File: config.mk
export PLATFORM = sky130hd
export DESIGN_NAME = joystick_report_decode_lpf
export DESIGN_NICKNAME = d
export VERILOG_FILES = /design/src/design/jrd_pkg.sv /design/src/design/jrd_lane.sv /design/src/design/jrd_out_buf.sv /design/src/design/joystick_report_decode_lpf.sv
export SDC_FILE = /design/constraint.sdc
export NUM_CORES = 1
export LEC_CHECK = 0
export BUFFER_PORTS_ARGS = -buffer_cell sky130_fd_sc_hd__buf_2
export CELL_PAD_IN_SITES_DETAIL_PLACEMENT = 0
export CELL_PAD_IN_SITES_GLOBAL_PLACEMENT = 1
export CORE_MARGIN = 1
export CORE_UTILIZATION = 45
export DETAILED_ROUTE_END_ITERATION = 12
export PLACE_DENSITY_LB_ADDON = 0.05
export SLEW_MARGIN = 20
export SYNTH_ARGS = -nofsm -noshare
export SYNTH_HDL_FRONTEND = slang
export SYNTH_HIERARCHICAL = 1
export SYNTH_SLANG_ARGS = --single-unit
export TNS_END_PERCENT = 30
File: constraint.sdc
create_clock -name clk -period 9.1 [get_ports clk]
set_input_delay 1.365 -clock clk [delete_from_list [all_inputs] [get_ports clk]]
set_output_delay 1.365 -clock clk [all_outputs]
set_load 0.1 [all_outputs]
File: src/design/jrd_pkg.sv
// Types and constants shared by the report decoder modules.
package jrd_pkg;

  localparam int ACC_W    = 10;
  localparam int GAIN_W   = 11;
  localparam int FRAC_W   = 10;
  localparam int IN_W     = 48;
  localparam int OUT_W    = 80;

  localparam logic [GAIN_W-1:0] LPF_FULL = 11'd1024;
  localparam logic [GAIN_W-1:0] LPF_HALF = 11'd512;

  typedef logic [IN_W-1:0]   in_word_t;
  typedef logic [OUT_W-1:0]  out_word_t;
  typedef logic [ACC_W-1:0]  acc_t;
  typedef logic [GAIN_W-1:0] gain_t;

  // Control sent to every filter lane.
  typedef struct packed {
    logic  upd;
    gain_t gain;
  } lane_ctrl_t;

  // What one lane reports: both values already offset by half range.
  typedef struct packed {
    acc_t accel;
    acc_t filt;
  } lane_res_t;

endpackage

File: src/design/jrd_lane.sv
// One accelerometer axis: rebuild the 10-bit sample and update its low-pass accumulator.
module jrd_lane
  import jrd_pkg::*;
(
  input  logic       clk,
  input  logic       rst_n,
  input  lane_ctrl_t ctrl,
  input  logic [7:0] high,
  input  logic [1:0] low,
  output lane_res_t  res
);

  localparam int DIFF_W = ACC_W + 1;
  localparam int GS_W   = GAIN_W + 1;
  localparam int PROD_W = DIFF_W + GS_W;
  localparam int STEP_W = PROD_W - FRAC_W;

  acc_t                     raw;
  acc_t                     smooth_r;
  acc_t                     smooth_nxt;
  logic signed [DIFF_W-1:0] diff;
  logic signed [GS_W-1:0]   gain_s;
  logic signed [PROD_W-1:0] prod;
  logic signed [PROD_W-1:0] sum;
  logic signed [STEP_W-1:0] step;
  logic signed [STEP_W-1:0] acc_wide;

  assign raw = {high, low};

  // old*f + raw*(1024-f) == old*1024 + (raw-old)*gain, so one multiply closes the loop.
  always_comb begin
    diff     = $signed({1'b0, raw}) - $signed({1'b0, smooth_r});
    gain_s   = $signed({1'b0, ctrl.gain});
    prod     = diff * gain_s;
    sum      = prod + $signed({{(PROD_W-GAIN_W){1'b0}}, LPF_HALF});
    step     = sum[PROD_W-1:FRAC_W];
    acc_wide = $signed({{(STEP_W-ACC_W){1'b0}}, smooth_r}) + step;
    smooth_nxt = acc_wide[ACC_W-1:0];
  end

  always_ff @(posedge clk) begin
    if (!rst_n) begin
      smooth_r <= '0;
    end else if (ctrl.upd) begin
      smooth_r <= smooth_nxt;
    end
  end

  // Subtracting half range is a flip of the top bit.
  assign res.accel = {~raw[ACC_W-1], raw[ACC_W-2:0]};
  assign res.filt  = {~smooth_nxt[ACC_W-1], smooth_nxt[ACC_W-2:0]};

endmodule

File: src/design/jrd_out_buf.sv
// Output register with a skid stage, so the input side never waits on a combinational ready.
module jrd_out_buf
  import jrd_pkg::*;
(
  input  logic      clk,
  input  logic      rst_n,
  input  logic      push,
  input  out_word_t push_data,
  output logic      room,
  output logic      out_valid,
  input  logic      out_ready,
  output out_word_t out_data
);

  logic      out_valid_r, out_valid_nxt;
  logic      skid_valid_r, skid_valid_nxt;
  out_word_t out_data_r, out_data_nxt;
  out_word_t skid_data_r, skid_data_nxt;
  logic      pop;

  assign pop = out_valid_r & out_ready;

  always_comb begin
    out_valid_nxt  = out_valid_r;
    out_data_nxt   = out_data_r;
    skid_valid_nxt = skid_valid_r;
    skid_data_nxt  = skid_data_r;
    if (!out_valid_r || pop) begin
      // Output slot frees up: refill from the skid first, else from the new transaction.
      if (skid_valid_r) begin
        out_valid_nxt  = 1'b1;
        out_data_nxt   = skid_data_r;
        skid_valid_nxt = 1'b0;
      end else begin
        out_valid_nxt = push;
        out_data_nxt  = push_data;
      end
    end else if (push) begin
      // Output stalled: park the new result.
      skid_valid_nxt = 1'b1;
      skid_data_nxt  = push_data;
    end
  end

  always_ff @(posedge clk) begin
    if (!rst_n) begin
      out_valid_r  <= 1'b0;
      skid_valid_r <= 1'b0;
    end else begin
      out_valid_r  <= out_valid_nxt;
      skid_valid_r <= skid_valid_nxt;
    end
  end

  always_ff @(posedge clk) begin
    out_data_r  <= out_data_nxt;
    skid_data_r <= skid_data_nxt;
  end

  assign room      = ~skid_valid_r;
  assign out_valid = out_valid_r;
  assign out_data  = out_data_r;

endmodule

File: src/design/joystick_report_decode_lpf.sv
// Top level of the six-byte controller report decoder with accelerometer low-pass filters.
//
// Takes one report per clock while in_tready is high and returns one result per report,
// registered and in order. Three filter lanes (X, Y, Z) run side by side; each
// updates its 10-bit accumulator with a single multiply-add per report, which is what
// sets the one-report-per-cycle rate. An output register plus a one-entry skid stage
// sit on the result side, so in_tready depends only on a register: it drops only while
// the skid stage holds a result, i.e. after the output side has stalled with a second
// result behind the first. Configuration: cfg_data is the old-value weight out of 1024
// (values above 1024 act as 1024, which freezes the accumulators); cfg_ready is always
// high, and it should be written only while no transaction is in flight. Accumulators
// reset to zero, the weight to zero (raw samples pass straight through).
module joystick_report_decode_lpf
  import jrd_pkg::*;
(
  input  logic        clk,
  input  logic        rst_n,
  // Input report
  input  logic        in_tvalid,
  output logic        in_tready,
  // [7:0] joy_x_byte, [15:8] joy_y_byte, [23:16] accel_x_high, [31:24] accel_y_high,
  // [39:32] accel_z_high, [47:40] low_bits_buttons
  input  logic [47:0] in_tdata,
  // Decoded result
  output logic        out_tvalid,
  input  logic        out_tready,
  // [0] button_z_pressed, [1] button_c_pressed, [9:2] joy_x, [17:10] joy_y,
  // [27:18] accel_x, [37:28] accel_y, [47:38] accel_z, [57:48] filtered_x,
  // [67:58] filtered_y, [77:68] filtered_z, [79:78] zero
  output logic [79:0] out_tdata,
  // Filter weight register
  input  logic        cfg_valid,
  output logic        cfg_ready,
  input  logic [10:0] cfg_data
);

  gain_t      gain_r, gain_nxt;
  lane_ctrl_t ctrl;
  lane_res_t  res_x, res_y, res_z;
  logic       accept;
  logic [7:0] joy_x_byte, joy_y_byte, ax_hi, ay_hi, az_hi, low_bits;
  out_word_t  result;

  assign cfg_ready = 1'b1;

  // Store the new-sample weight 1024 - min(factor, 1024) so each lane needs one multiply.
  always_comb begin
    if (cfg_data > LPF_FULL) begin
      gain_nxt = '0;
    end else begin
      gain_nxt = LPF_FULL - cfg_data;
    end
  end

  always_ff @(posedge clk) begin
    if (!rst_n) begin
      gain_r <= LPF_FULL;
    end else if (cfg_valid && cfg_ready) begin
      gain_r <= gain_nxt;
    end
  end

  // Unpack the report.
  assign joy_x_byte = in_tdata[7:0];
  assign joy_y_byte = in_tdata[15:8];
  assign ax_hi      = in_tdata[23:16];
  assign ay_hi      = in_tdata[31:24];
  assign az_hi      = in_tdata[39:32];
  assign low_bits   = in_tdata[47:40];

  assign accept    = in_tvalid & in_tready;
  assign ctrl.upd  = accept;
  assign ctrl.gain = gain_r;

  jrd_lane u_lane_x (
    .clk  (clk),
    .rst_n(rst_n),
    .ctrl (ctrl),
    .high (ax_hi),
    .low  (low_bits[3:2]),
    .res  (res_x)
  );

  jrd_lane u_lane_y (
    .clk  (clk),
    .rst_n(rst_n),
    .ctrl (ctrl),
    .high (ay_hi),
    .low  (low_bits[5:4]),
    .res  (res_y)
  );

  jrd_lane u_lane_z (
    .clk  (clk),
    .rst_n(rst_n),
    .ctrl (ctrl),
    .high (az_hi),
    .low  (low_bits[7:6]),
    .res  (res_z)
  );

  // Merge buttons, joystick and the three lanes into one result word.
  // Buttons are active low; joystick minus 128 is a flip of the top bit.
  assign result = {2'b00,
                   res_z.filt, res_y.filt, res_x.filt,
                   res_z.accel, res_y.accel, res_x.accel,
                   ~joy_y_byte[7], joy_y_byte[6:0],
                   ~joy_x_byte[7], joy_x_byte[6:0],
                   ~low_bits[1], ~low_bits[0]};

  jrd_out_buf u_out_buf (
    .clk      (clk),
    .rst_n    (rst_n),
    .push     (accept),
    .push_data(result),
    .room     (in_tready),
    .out_valid(out_tvalid),
    .out_ready(out_tready),
    .out_data (out_tdata)
  );

endmodule

==> impl_metrics.json, run 1 <==
{
  "cts.htree.levels": 1,
  "fmax_mhz": 113,
  "floorplan.die.width_microns": 224,
  "multi_input_combinational_cell_area_sq_um": 14400,
  "register_area_sq_um": 5670,
  "finalHoldViolations": 0,
  "grt_pass1_vias": 16100,
  "cpPeakStageDelay_ns": 0.50,
  "period_share_pct": 97.5,
  "final_cell_mix": "sky130_fd_sc_hd__inv_1, sky130_fd_sc_hd__fa_1, sky130_fd_sc_hd__buf_4",
  "dieArea_sq_um": 50200,
  "crit_type": "input port to flop",
  "reg2regPathDepth": 34,
  "areaGrowthSynthToFinish_pct": 16.1,
  "synth.ff_latch_count": 203,
  "clock_path_buffers": 3,
  "crit_required_ns": 9.39,
  "floorplan.initialDensity_pct": 46.1,
  "port_buffers": 145,
  "finalSetupTns_ns": 0,
  "timing.critical_path.to_type": "flop",
  "io_pins": 147,
  "unrepaired_setup_endpoints_after_global_routing": "yes",
  "clock_tree.root_cell": "sky130_fd_sc_hd__clkbuf_16",
  "max-slew-margin-rel_pct": 30.7,
  "cp_max_fo": 8,
  "worst_r2r_dst": "u_out_buf/out_data[57]",
  "cts_buffers": 24,
  "tritoncts": "yes",
  "placeable_core_region_sq_um": 48100,
  "cts_num_sinks": 203,
  "count_of_antenna_violating_nets_left_after_detailed_routing": 0,
  "initialDrtViolationCount": 694,
  "cts.clk_slew.worst_paths_ns": 0.06,
  "worst_hold_startpoint": "u_lane_z/smooth_r[2]",
  "dr.pass1.iters": 5,
  "drive_gt1_share_pct": 24.0,
  "grt_start_max_net_pins": 46,
  "synth.yosys.seq_area_share_pct": 25.5,
  "dpl_worst_slack_ns": -0.659,
  "dp.final_hpwl_mm": 43.3,
  "count_of_different_cell_masters_after_synthesis": 95,
  "hp_class": "flop to flop",
  "synthFlopType": "sky130_fd_sc_hd__edfxtp_1",
  "number_of_enable_type_register_cells_in_the_synthesized_netlist": 160,
  "rrSetupSlack_ns": 0.75,
  "cell_area_after_synthesis_sq_um": 22200,
  "synth_cells": 2148,
  "fraction_of_synthesized_cell_area_taken_by_the_top_area_cell_type_pct": 22.2,
  "remaining_drc_errors": 0,
  "vias_per_cell": 4.99,
  "grtUsageTotal_pct": 22.5,
  "clk_latency_ns": 0.55,
  "largest_delay_contributor_family_on_the_critical_path": "adder cells",
  "timing.critical_path.from_type": "input port",
  "min_to": "u_lane_z/smooth_r[2]",
  "number_of_antenna_violations_at_the_first_check_in_global_routing": 0,
  "final_common_cell": "sky130_fd_sc_hd__inv_1",
  "setup_ws_ns": 0.231,
  "antenna-diode-count": 0,
  "cpMaxStageDelayCell": "sky130_fd_sc_hd__fa_1",
  "finalWorstPathRequiredPeriod_ns": 8.87,
  "chipHeight_microns": 224,
  "outcome": "completed",
  "worst-endpoint-arrival_ns": 9.16,
  "fillers": 4393,
  "placement_rows": 80,
  "detail_route.wl_per_cell_microns": 17.7,
  "finalNetCount": 2953,
  "async_reset_ff_share_pct": 0,
  "worst-slew-pin-transition_ns": 1.04,
  "place.gp.congestion": 0.839,
  "ys.warnings.count": 6,
  "drv_slew": 0,
  "routed-via-count": 15500,
  "finalWirelength_mm": 54.8,
  "grt-ovfl-total": 0,
  "hold_path_depth": 2,
  "hold_buffers": 0,
  "cp.buffers_inverters": 8,
  "synthesis.area_per_instance_sq_um": 10.3,
  "regToRegStartpoint": "u_lane_x/smooth_r[1]",
  "worst_clock_skew_ns": 0.0121,
  "synthTopCellsByArea": "sky130_fd_sc_hd__fa_1, sky130_fd_sc_hd__edfxtp_1, sky130_fd_sc_hd__ha_1, sky130_fd_sc_hd__inv_1, sky130_fd_sc_hd__mux2_4",
  "grt_first_pass_wirelength_mm": 88.2,
  "post-synth-top-area-cell": "sky130_fd_sc_hd__fa_1",
  "finalSetupViolations": 0,
  "cap_violations": 0
}
[worst min-delay path: cells and delay by family (launching register included)]
family           cells  cell delay [ns]
DFF                  1             0.33
and+or+nand+nor      2             0.14
[cell usage after synthesis (all sizes together), types with 4 or more instances]
master,instances
a211o,5
xor2,23
a21oi,42
edfxtp,160
buf,69
o21a,24
nor2,64
and3,9
fa,246
nand3b,6
nand2,220
nor4,8
nand3,12
ha,214
o41ai,6
o211ai,6
a211oi,10
mux2,81
xnor2,63
dfxtp,43
a21boi,6
o21bai,9
or2,8
mux2i,24
or3,16
and2,105
nor3,24
o31ai,4
nand2b,13
a31oi,7
clkbuf,54
o21ai,34
nor2b,58
inv,408
a21o,15
[per-layer routing]
layer  routed length [microns]  vias to the layer above  global-route usage (%)
li1                          -                     7413                       -
met1                     25800                     7783                    31.2
met2                     26600                      241                    38.6
met3                      1460                       60                    1.56
met4                       947                        0                    4.66
met5                         0                        -                       0
[cell type report]
type	count	share of cell area, %
tap	656	3.19
timing repair buffer	376	9.76
sequential	203	22.0
clock inverter	18	0.607
inverter	408	5.96
clock buffer	26	2.36
multi-input combinational	1416	56.1
[worst max path at each step]
| stage | start | to | cells after the start |
|---|---|---|---|
| floorplan | in_tdata[42] | u_out_buf/out_data[57] | 34 |
| global placement | in_tdata[42] | u_out_buf/out_data[57] | 36 |
| detailed placement | in_tdata[42] | u_out_buf/out_data[57] | 41 |
| CTS | in_tdata[42] | u_out_buf/out_data[57] | 41 |
| global route | in_tdata[42] | u_out_buf/out_data[57] | 37 |
| finish | in_tdata[46] | u_out_buf/out_data[77] | 37 |
[through the flow]
stage	hold slack [ns]	util, %	cell area [sq um]	instances
after floorplan	0.466	-	22200	2151
after global placement	0.496	51.1	24600	3049
after detailed placement	0.507	51.2	24600	3050
after CTS	0.515	52.8	25400	3094
after global routing	0.534	53.5	25700	3103
final	0.515	53.5	25700	3103
[kinds of logic after synthesis]
| family | count (synthesis) | synth area share (%) |
|---|---|---|
| other | 2 | 0.0339 |
| DFF | 203 | 25.5 |
| buffers and inverters | 532 | 10.7 |
| AOI/OAI and AO/OA | 197 | 6.46 |
| and+or+nand+nor | 562 | 12.8 |
| xor gates and xnor gates | 87 | 3.70 |
| muxes | 105 | 6.51 |
| adders and majority gates | 460 | 34.3 |
[state kept, by name, indices dropped and copies added (netlist names)]
signal	cells
gain_r	11
u_lane_x/smooth_r	10
u_lane_y/smooth_r	10
u_lane_z/smooth_r	10
u_out_buf/out_data	80
u_out_buf/out_valid	1
u_out_buf/skid_data_r	80
u_out_buf/skid_valid_r	1
[what timing repair did]
item                                    in CTS  in global routing
pin swaps                                    4                 58
gates resized for setup                      4                 61
endpoints found under the setup margin       1                 12
buffers inserted                             0                 10
Power of run 1 is left out: the tool's default activity adds up to more than one toggle a clock period on the data nets, which glitch-free logic cannot reach.
==> run 2: changes to the inputs <==
ABC_AREA = 1   (was unset)
CORE_UTILIZATION = 43   (was 45)
SKIP_CTS_REPAIR_TIMING = 1   (was unset)
==> run 2 against run 1 <==
Critical path depth increased by 3. Sequential cell count unchanged. Via count increased by 6.3%. Highest routed layer unchanged. Hold slack about the same. Largest cell class unchanged. Setup slack improved by 0.39 ns.
==> impl_metrics.json, run 2 <==
{
  "outcome": "completed",
  "unrepaired_setup_endpoints_after_global_routing": "no",
  "most_used_standard_cell_by_instance_count_after_synthesis": "sky130_fd_sc_hd__nand2_1",
  "floorplan.die.width_microns": 229,
  "synth_compound_area_share_pct": 5.21,
  "cts.clk_slew.worst_paths_ns": 0.06,
  "count_of_different_cell_masters_after_synthesis": 47,
  "clk_latency_ns": 0.55,
  "worst_r2r_dst": "u_out_buf/out_data[55]",
  "worst_hold_startpoint": "u_out_buf/skid_data_r[55]",
  "detail_route.wl_per_cell_microns": 16.5,
  "drive_gt1_share_pct": 11.5,
  "finalNetCount": 3273,
  "placeable_core_region_sq_um": 50600,
  "timing.critical_path.to_type": "flop",
  "ys.warnings.count": 6,
  "synthFlopType": "sky130_fd_sc_hd__edfxtp_1",
  "synth_simple_gate_area_share_pct": 18.6,
  "rrSetupSlack_ns": 1.17,
  "period_share_pct": 93.1,
  "min_to": "u_out_buf/out_data[55]",
  "grt-ovfl-total": 0,
  "synth.yosys.seq_area_share_pct": 25.5,
  "grt_first_pass_wirelength_mm": 92.1,
  "regToRegStartpoint": "u_lane_x/smooth_r[2]",
  "crit_type": "input port to flop",
  "grt_start_max_net_pins": 62,
  "grt_pass1_vias": 17200,
  "cpMaxStageDelayCell": "sky130_fd_sc_hd__fa_1",
  "initialDrtViolationCount": 885,
  "cp-startpoint": "in_tdata[16]",
  "io_pins": 147,
  "crit_required_ns": 9.51,
  "design_area_sq_um": 24200,
  "max-slew-margin-rel_pct": 32.9,
  "synth.top_cells.by_count": "sky130_fd_sc_hd__nand2_1, sky130_fd_sc_hd__inv_1, sky130_fd_sc_hd__fa_1",
  "grtUsageTotal_pct": 22.2,
  "detailed_place.area_sq_um": 23400,
  "number_of_antenna_violations_at_the_first_check_in_global_routing": 1,
  "synthesis.area_per_instance_sq_um": 8.41,
  "areaGrowthSynthToFinish_pct": 8.76,
  "placement_rows": 82,
  "cp_max_fo": 6,
  "count_of_antenna_violating_nets_left_after_detailed_routing": 0,
  "dieArea_sq_um": 52600,
  "synth_cells": 2643,
  "synthTopCellsByArea": "sky130_fd_sc_hd__fa_1, sky130_fd_sc_hd__edfxtp_1, sky130_fd_sc_hd__ha_1, sky130_fd_sc_hd__nand2_1, sky130_fd_sc_hd__inv_1",
  "routed-via-count": 16500,
  "cts.htree.levels": 1,
  "final_cell_mix": "sky130_fd_sc_hd__nand2_1, sky130_fd_sc_hd__inv_1, sky130_fd_sc_hd__fa_1",
  "worst-slew-pin-transition_ns": 1.01,
  "finalWirelength_mm": 56.7,
  "hp_class": "flop to flop",
  "hold_path_depth": 2,
  "worst-endpoint-arrival_ns": 8.89,
  "tritoncts": "yes",
  "dr.pass1.iters": 5,
  "fraction_of_synthesized_cell_area_taken_by_the_top_area_cell_type_pct": 22.2,
  "dp.final_hpwl_mm": 45.8,
  "number_of_enable_type_register_cells_in_the_synthesized_netlist": 160,
  "main_combinational_cell_family_by_area_after_synthesis": "adder cells",
  "cts_buffers": 23,
  "fmax_mhz": 118,
  "chipHeight_microns": 229,
  "post-synth-top-area-cell": "sky130_fd_sc_hd__fa_1",
  "synth.ff_latch_count": 203,
  "clock_path_buffers": 3,
  "drv_slew": 0,
  "cpPeakStageDelay_ns": 0.54,
  "cts_num_sinks": 203,
  "timing.critical_path.from_type": "input port",
  "floorplan.initialDensity_pct": 43.9,
  "remaining_drc_errors": 0,
  "reg2regPathDepth": 40,
  "vias_per_cell": 4.79,
  "finalWorstPathRequiredPeriod_ns": 8.47,
  "share_of_cell_area_taken_by_muxes_after_synthesis_pct": 0,
  "worst_clock_skew_ns": 0.0318,
  "synth_fa_ha_area_share_pct": 34.2,
  "antenna-diode-count": 0,
  "finalHoldViolations": 0,
  "yosys.area_share.xor_xnor_pct": 3.06,
  "port_buffers": 145,
  "cap_violations": 0,
  "timing.critical_path.mode_cell": "sky130_fd_sc_hd__nand2_1",
  "finalSetupViolations": 0,
  "cell_area_after_synthesis_sq_um": 22200,
  "clock_tree.root_cell": "sky130_fd_sc_hd__clkbuf_16",
  "place.gp.congestion": 0.868,
  "async_reset_ff_share_pct": 0,
  "final_common_cell": "sky130_fd_sc_hd__nand2_1"
}
[run 2: changes by cell type after synthesis, sizes merged, moves of 20 or more]
cell / change
mux2i: -24
clkbuf: -23
inv: +189
o21a: -20
mux2: -81
nor2: +111
xor2: +26
nor2b: -58
nand3: +51
a21oi: +71
xnor2: -37
nand2: +498
and2: -105
[run 2: worst max-delay path by stage]
stage                              to  slack, ns  cells after the start
5_1_grt        u_out_buf/out_data[55]       0.01                     39
2_1_floorplan  u_out_buf/out_data[56]       0.70                     41
3_5_place_dp     u_lane_y/smooth_r[8]      -0.03                     38
6_report       u_out_buf/out_data[55]       0.63                     40
4_1_cts          u_lane_y/smooth_r[8]       0.50                     38
3_3_place_gp     u_lane_y/smooth_r[8]    -0.0006                     39
[run 2: cell families (layout without fill, tap and decap cells)]
kind of cell    Yosys count  after routing
flops                   203            203
compound gates          203            203
fa+ha+maj               460            460
buf+inv                 712            832
simple gates            988            988
xor+xnor                 75             75
other cells               2              5
[run 2: stage by stage]
| step | setup slack (ns) | hold slack [ns] | TNS [ns] | utilization [%] | cells |
|---|---|---|---|---|---|
| floorplan | 0.696 | 0.479 | 0 | - | 2646 |
| global placement | -0.000644 | 0.497 | -0.000644 | 46.3 | 3396 |
| detailed placement | -0.0334 | 0.503 | -0.0509 | 46.3 | 3396 |
| global route | 0.0127 | 0.532 | 0 | 47.8 | 3438 |
| finish | 0.626 | 0.515 | 0 | 47.8 | 3438 |
| CTS | 0.498 | 0.518 | 0 | 47.8 | 3438 |
[run 2: layout make-up]
cell class	instances	area, sq um
Clock buffer	28	604
Clock inverter	14	145
Fill cell	5058	26400
Inverter	604	2270
Multi-Input combinational cell	1731	13600
Sequential cell	203	5670
Tap cell	672	841
Timing Repair Buffer	186	1030
[run 2: worst max-delay path, delay by kind of cell]
family          cells  cell delay [ns]
compound gates      9             1.54
xor+xnor            1             0.34
buf+inv             7             0.48
simple gates       15             1.60
fa+ha+maj           8             3.55
[run 2: per-layer routing]
metal	global-route usage [%]	routed length, microns	up-vias
li1	-	-	8180
met1	31.1	27200	7954
met2	37.8	26800	295
met3	1.84	1860	52
met4	3.98	816	0
met5	0	0	-
Power of run 2 is left out for the same reason.
